File: src/hw/rtl/rmq_sqrt.sv
// Pipelined integer square root, one result bit per stage.
`default_nettype none

module rmq_sqrt #(
    parameter int RADW = 33,
    parameter int SBW  = 8
) (
    input  wire logic                    i_clk,
    input  wire logic                    i_rst_n,
    input  wire logic                    i_en,
    input  wire logic                    i_vld,
    input  wire logic [RADW-1:0]         i_rad,
    input  wire logic [SBW-1:0]          i_side,
    output logic                         o_vld,
    output logic [(RADW+1)/2-1:0]        o_root,
    output logic [SBW-1:0]               o_side
);

    localparam int RTW = (RADW + 1) / 2;
    localparam int PW  = 2 * RTW;

    logic [PW-1:0]  r_rad  [1:RTW-1];
    logic [RTW:0]   r_rem  [1:RTW-1];
    logic [RTW-1:0] r_root [1:RTW];
    logic [SBW-1:0] r_side [1:RTW];
    logic           r_vld  [1:RTW];

    for (genvar k = 0; k < RTW; k++) begin : g_stage
        logic [PW-1:0]  a_rad;
        logic [RTW:0]   a_rem;
        logic [RTW-1:0] a_root;
        logic [SBW-1:0] a_side;
        logic           a_vld;
        logic [RTW+2:0] c_rem, c_trial, c_new;
        logic           c_ge;

        if (k == 0) begin : g_first
            assign a_rad  = PW'(i_rad);
            assign a_rem  = '0;
            assign a_root = '0;
            assign a_side = i_side;
            assign a_vld  = i_vld;
        end else begin : g_next
            assign a_rad  = r_rad[k];
            assign a_rem  = r_rem[k];
            assign a_root = r_root[k];
            assign a_side = r_side[k];
            assign a_vld  = r_vld[k];
        end

        assign c_rem   = {a_rem, a_rad[PW-1 -: 2]};
        assign c_trial = {1'b0, a_root, 2'b01};
        assign c_ge    = (c_rem >= c_trial);
        assign c_new   = c_ge ? (c_rem - c_trial) : c_rem;

        always_ff @(posedge i_clk) begin
            if (!i_rst_n) begin
                r_vld[k+1] <= 1'b0;
            end else if (i_en) begin
                r_vld[k+1] <= a_vld;
            end
        end

        always_ff @(posedge i_clk) begin
            if (i_en) begin
                r_root[k+1] <= {a_root[RTW-2:0], c_ge};
                r_side[k+1] <= a_side;
            end
        end

        if (k < RTW - 1) begin : g_carry
            always_ff @(posedge i_clk) begin
                if (i_en) begin
                    r_rad[k+1] <= a_rad << 2;
                    r_rem[k+1] <= c_new[RTW:0];
                end
            end
        end
    end

    assign o_vld  = r_vld[RTW];
    assign o_root = r_root[RTW];
    assign o_side = r_side[RTW];

endmodule

`default_nettype wire

File: config.mk
export PLATFORM = sky130hd
export DESIGN_NAME = rmq_sqrt
export DESIGN_NICKNAME = d
export VERILOG_FILES = /design/src/hw/rtl/rmq_sqrt.sv
export SDC_FILE = /design/constraint.sdc
export NUM_CORES = 1
export LEC_CHECK = 0
export ABC_CLOCK_PERIOD_IN_PS = 4400
export BUFFER_PORTS_ARGS = -buffer_cell sky130_fd_sc_hd__buf_2
export CAP_MARGIN = 20
export CELL_PAD_IN_SITES_DETAIL_PLACEMENT = 1
export CELL_PAD_IN_SITES_GLOBAL_PLACEMENT = 1
export CORE_ASPECT_RATIO = 2
export CORE_MARGIN = 2
export CORE_UTILIZATION = 35
export CTS_BUF_LIST = sky130_fd_sc_hd__clkbuf_4 sky130_fd_sc_hd__clkbuf_8 sky130_fd_sc_hd__clkbuf_16
export CTS_CLUSTER_DIAMETER = 30
export DETAILED_ROUTE_END_ITERATION = 10
export PLACE_DENSITY = 0.64
export SLEW_MARGIN = 20
export SYNTH_ARGS = -nofsm -noshare
export SYNTH_HDL_FRONTEND = slang
export SYNTH_SLANG_ARGS = --single-unit
export TNS_END_PERCENT = 5
File: constraint.sdc
create_clock -name i_clk -period 4.4 [get_ports i_clk]
set_input_delay 0.44 -clock i_clk [delete_from_list [all_inputs] [get_ports i_clk]]
set_output_delay 0.44 -clock i_clk [all_outputs]
set_load 0.01 [all_outputs]
; ---- Word level (Yosys, flattened, before mapping)
; Memories as Yosys holds them, arrays and structs flattened.
; Cells that the tools add are included.
; Widths: inputs -> output; s select.
[classes]
bitwise = 17
magnitude_cmp = 17
add_sub_neg = 16
mux = 38
[op_table]
columns = op, n
row1 = $ge 20x19->1, 16
row2 = $mux 18, 16
row3 = $sub 18x18->18, 15
row4 = $mux 1, 22
row5 = $or 1x1->1, 17
row6 = $sub 1x1->2 const B, 1
row7 = $ge 1x1->1 const B, 1
[word_totals]
reg_bits = 0
out_inout_bits = 26
ramBits = 1242
n_memories = 5
in_bits = 45
[mem_list]
columns = memory, words, word_bits, read_ports, rd_clocked_by_memory_dff, write_ports, line_no
row1 = r_rad, 16, 32, 16, 0, 16, 22  ; logic [PW-1:0] r_rad [1:RTW-1];
row2 = r_root, 17, 17, 17, 0, 17, 24  ; logic [RTW-1:0] r_root [1:RTW];
row3 = r_rem, 16, 18, 16, 0, 16, 23  ; logic [RTW:0] r_rem [1:RTW-1];
row4 = r_side, 17, 8, 17, 0, 17, 25  ; logic [SBW-1:0] r_side [1:RTW];
row5 = r_vld, 17, 1, 17, 0, 17, 26  ; logic r_vld [1:RTW];

; ---- Logic depth before layout (Yosys ltp)
[logic_depth]
word_depth = 4
depth_mapped = 12
depth_no_buf = 10

; ---- Worst setup path before layout
; Ideal clock, no wire load.
[synth_timing]
kind = flip-flop to flip-flop
from = register, netlist name r_rem[3][27]
to = register, netlist name r_rem[3][36]
stages_incl_launch_ff = 9
t_arrival_ns = 2.322
slack_ns = 1.812
required_ns = 4.135
cell_sequence = edfxtp_1 > ha_1 > clkbuf_1 > a21oi_1 > o21ai_0 > a2111oi_0 > nand4b_1 > clkbuf_1 > xnor2_1

==> results.md <==
* Residual DRC at 0
* Routed len/inst at roughly 18 um
* Core area at between 100000 and 150000 sq um
* Detail Placement HPWL at between 50 and 60 mm
* Final Cycle Share at roughly four fifths
* PortBufs at 70
* Min-Delay Endpoint: r_vld[3][1]
* Met1 Use GR at 10.70%
* Worst Setup End Kind: flop
* Main flop type after synthesis: edfxtp_1
* Library cells used by synthesis at 77
* Share of cells above drive strength 1 at between 10% and 20%
* DRT iter0 DRCs at about 800
* CP peak stage delay at approximately 0.6 ns
* Crit path DAT at 3.94 ns
* Grt ovf at 0
* FF/Latch Area at 25280 sq um
* Avg Cell Area, Syn at 14.35 sq um
* FF-to-FF setup slack at between 0.9 and 1 ns
* Antenna viol nets, final at 0
* Worst Hold Path Cells at 2
* Static leakage at ~16 nW
* Hold/Removal Path Class: primary input to flop
* Die width at approximately 230 um
* Outcome: complete, no violations
* CP Class: flop to flop
* PwrDens at around 530 nW/um^2
* Final RePlAce weighted congestion at around 0.9
* Clk pin slew, worst setup/hold paths at around 0.06 ns
* Setup TNS at 0 ns
* RSZ-0062 raised after global routing: false
* TritonCTS buffer count at roughly 120
* Final Hold Fails at 0
* Asr flop ratio synth at 0%
* Fmax at 286.5 MHz
* # fillers at 10432
* Clock sink total at around 840
* Area occupied by multi-input gates at around 10000 sq um
* Largest net degree at the start of global routing at roughly 120
* Pre-CTS WS at 0.9201 ns
* CP max FO at 18
* GRT busiest layer: met2
* Post-synthesis register bit count at between 800 and 900
* Tmin final at ~3.5 ns
* Antenna violations before repair at 0
* DR vias at slightly above 20000
* Layout area overhead at 18.25%
* Max Root-Sink Buffers at 3
* Sequential area share after synthesis at 69.36%
* Cells after Synth at ~2500
* Worst-Skew Late Latency at 0.74 ns
* Hold Path Origin: i_rst_n
* Startpoint Class: flop
* Synth Net Count at 2755
* Crit-path cells: inv_1 > ha_1 > o21ai_0 > a21oi_1 > o41a_1 > o21ai_1 > nand3_1 > mux2_2
* Drt pass-1 iters at 4
* Final WL at 77.51 mm
* Met2 Use GR at between 30% and 40%
* Rel. slew slack at a little under a third
* Vias in the first global route at around 23000
* I/O pins at between 70 and 80
* VDD IR-drop max at 0.4034 mV
* Fin. max-slew vios at 0
* H-tree Lvls at 3
* DIE HEIGHT at about 460 um
* PnR worst setup slack at approximately 0.91 ns
* Routed vias/inst at 4.916
* Layout Nets at slightly below 3000
* EDFF count, synth at roughly 840
* Top-area cell type share of the netlist area at between 60% and 70%
* First-pass GRT wire length at about 120 mm
* Clk_skew at 0.06480 ns
* Worst r2r src: r_root[1][1]
* Synthesized cell area at 36450 sq um
* Reg2reg end: r_rem[2][24]
* Post-cts resize count at 0
* Synth area leaders: edfxtp_1 (69%), ha_1 (5.8%), xnor2_1 (2.5%)
* CP max stage cell: edfxtp_1
* Reg2Reg Depth at 8
* Total power at about 23 mW
* Cell taking the most area after synthesis: edfxtp_1
* Data required, critical path at around 4.9 ns
* Warnings, synthesis at 0
* Overall routing resource usage at about 15%
* Die ar. at roughly 110000 sq um
* Slew @ Worst Pin at around 1.0 ns
* Setup violators final at 0
* Std-Cell Rows at between 150 and 200
* TritonCTS clock tree: yes
* Met3 usage at around 2.0%
* CTS root buf: clkbuf_16
* Initial Utilization at 35.24%
* Maxcap violations at 0
==> report_power, final <==
group	switching [mW]	internal, mW
Clock	3.82	5.77
Sequential	0.442	9.84
Combinational	1.70	1.22
Total	5.96	16.8
==> how the worst max path moves through the flow <==
stage,start,end
floorplan,r_rem[3][27],r_rem[3][36]
global placement,r_root[1][1],r_rem[2][22]
detailed placement,r_root[1][1],r_rem[2][22]
CTS,r_root[1][1],r_rem[2][24]
global route,r_root[1][1],r_rem[2][24]
finish,r_root[1][1],r_rem[2][24]
==> per-stage QoR <==
step	hold slack, ns	instance area (sq um)	util (%)	instances
floorplan	0.4003	36450	-	2540
global placement	0.4012	38570	37.29	3945
detailed placement	0.4051	38590	37.31	3945
CTS	0.1836	43100	41.67	4206
global route	0.2489	43100	41.67	4206
finish	0.2350	43110	41.68	4207
==> repair_timing <==
item                                   4_1_cts  5_1_grt
setup endpoints to repair                    0        0
setup buffers                                0        0
endpoints found under the hold margin       42        0
hold buffers                                42        0
==> cells by family after synthesis <==
logic type	Yosys count	synth area share (%)
flip-flops	842	69.36
AND/OR/NAND/NOR	585	7.939
AO/OA/AOI/OAI	433	7.568
buffers and inverters	248	2.615
XOR/XNOR	198	4.757
adder cells (fa/ha/maj)	170	5.835
multiplexers	63	1.912
other	1	0.01029
==> synthesized netlist by cell type, drive strengths merged (7+ instances only) <==
| library cell | n |
|---|---|
| inv | 212 |
| ha | 170 |
| or2 | 9 |
| o21bai | 9 |
| edfxtp | 842 |
| mux2 | 53 |
| mux2i | 10 |
| nor3 | 60 |
| o211ai | 12 |
| a211oi | 7 |
| a2111oi | 9 |
| xor2 | 92 |
| nor4 | 29 |
| buf | 15 |
| nor2b | 19 |
| nor2 | 176 |
| o21ai | 88 |
| a21o | 32 |
| or3 | 28 |
| or4 | 14 |
| nand3 | 34 |
| clkbuf | 20 |
| o31ai | 13 |
| nand2 | 118 |
| a31oi | 14 |
| nand2b | 28 |
| xnor2 | 106 |
| and3 | 25 |
| a21oi | 155 |
| nand4 | 22 |
| o21a | 40 |
==> sequential cells by signal, summed over array words and instances (netlist names) <==
name and count:
r_rad 272, r_root 153, r_rem 264, r_side 136, r_vld 17
==> cell usage in the layout, fill, tap and decap left out, types with 42 or more instances in the layout <==
cell type,count
a21oi_1,154
inv_1,212
o21ai_0,84
ha_1,170
xnor2_1,106
nor2_1,176
edfxtp_1,842
buf_2,69
xor2_1,92
nor3_1,57
nand2_1,118
clkbuf_16,117
mux2_2,52
dlygate4sd3_1,42
==> layer usage <==
layer  share of wire, %  vias to the layer above
met5                  0                        -
met4                6.4                        0
met3                2.5                      222
met2                 63                      341
met1                 29                    10214
li1                   -                     9904
==> area by class of cell <==
| type | count | area share, % |
|---|---|---|
| clock inverters | 94 | 2.572 |
| inverters | 213 | 1.855 |
| multi-input cells | 1450 | 23.73 |
| well taps | 1352 | 3.924 |
| clock buffers | 125 | 6.931 |
| flip-flops and latches | 842 | 58.66 |
| diodes | 1 | 0.005805 |
| repair buffers | 130 | 2.328 |
==> worst max-delay path: cells and delay by family (launching register included) <==
| family | cells | cell delay (ns) |
|---|---|---|
| adder cells (fa/ha/maj) | 1 | 0.34 |
| flip-flops | 1 | 0.60 |
| AND/OR/NAND/NOR | 1 | 0.58 |
| buffers and inverters | 1 | 0.10 |
| AO/OA/AOI/OAI | 4 | 1.09 |
| multiplexers | 1 | 0.48 |
Power figures use the tool's default switching activity.
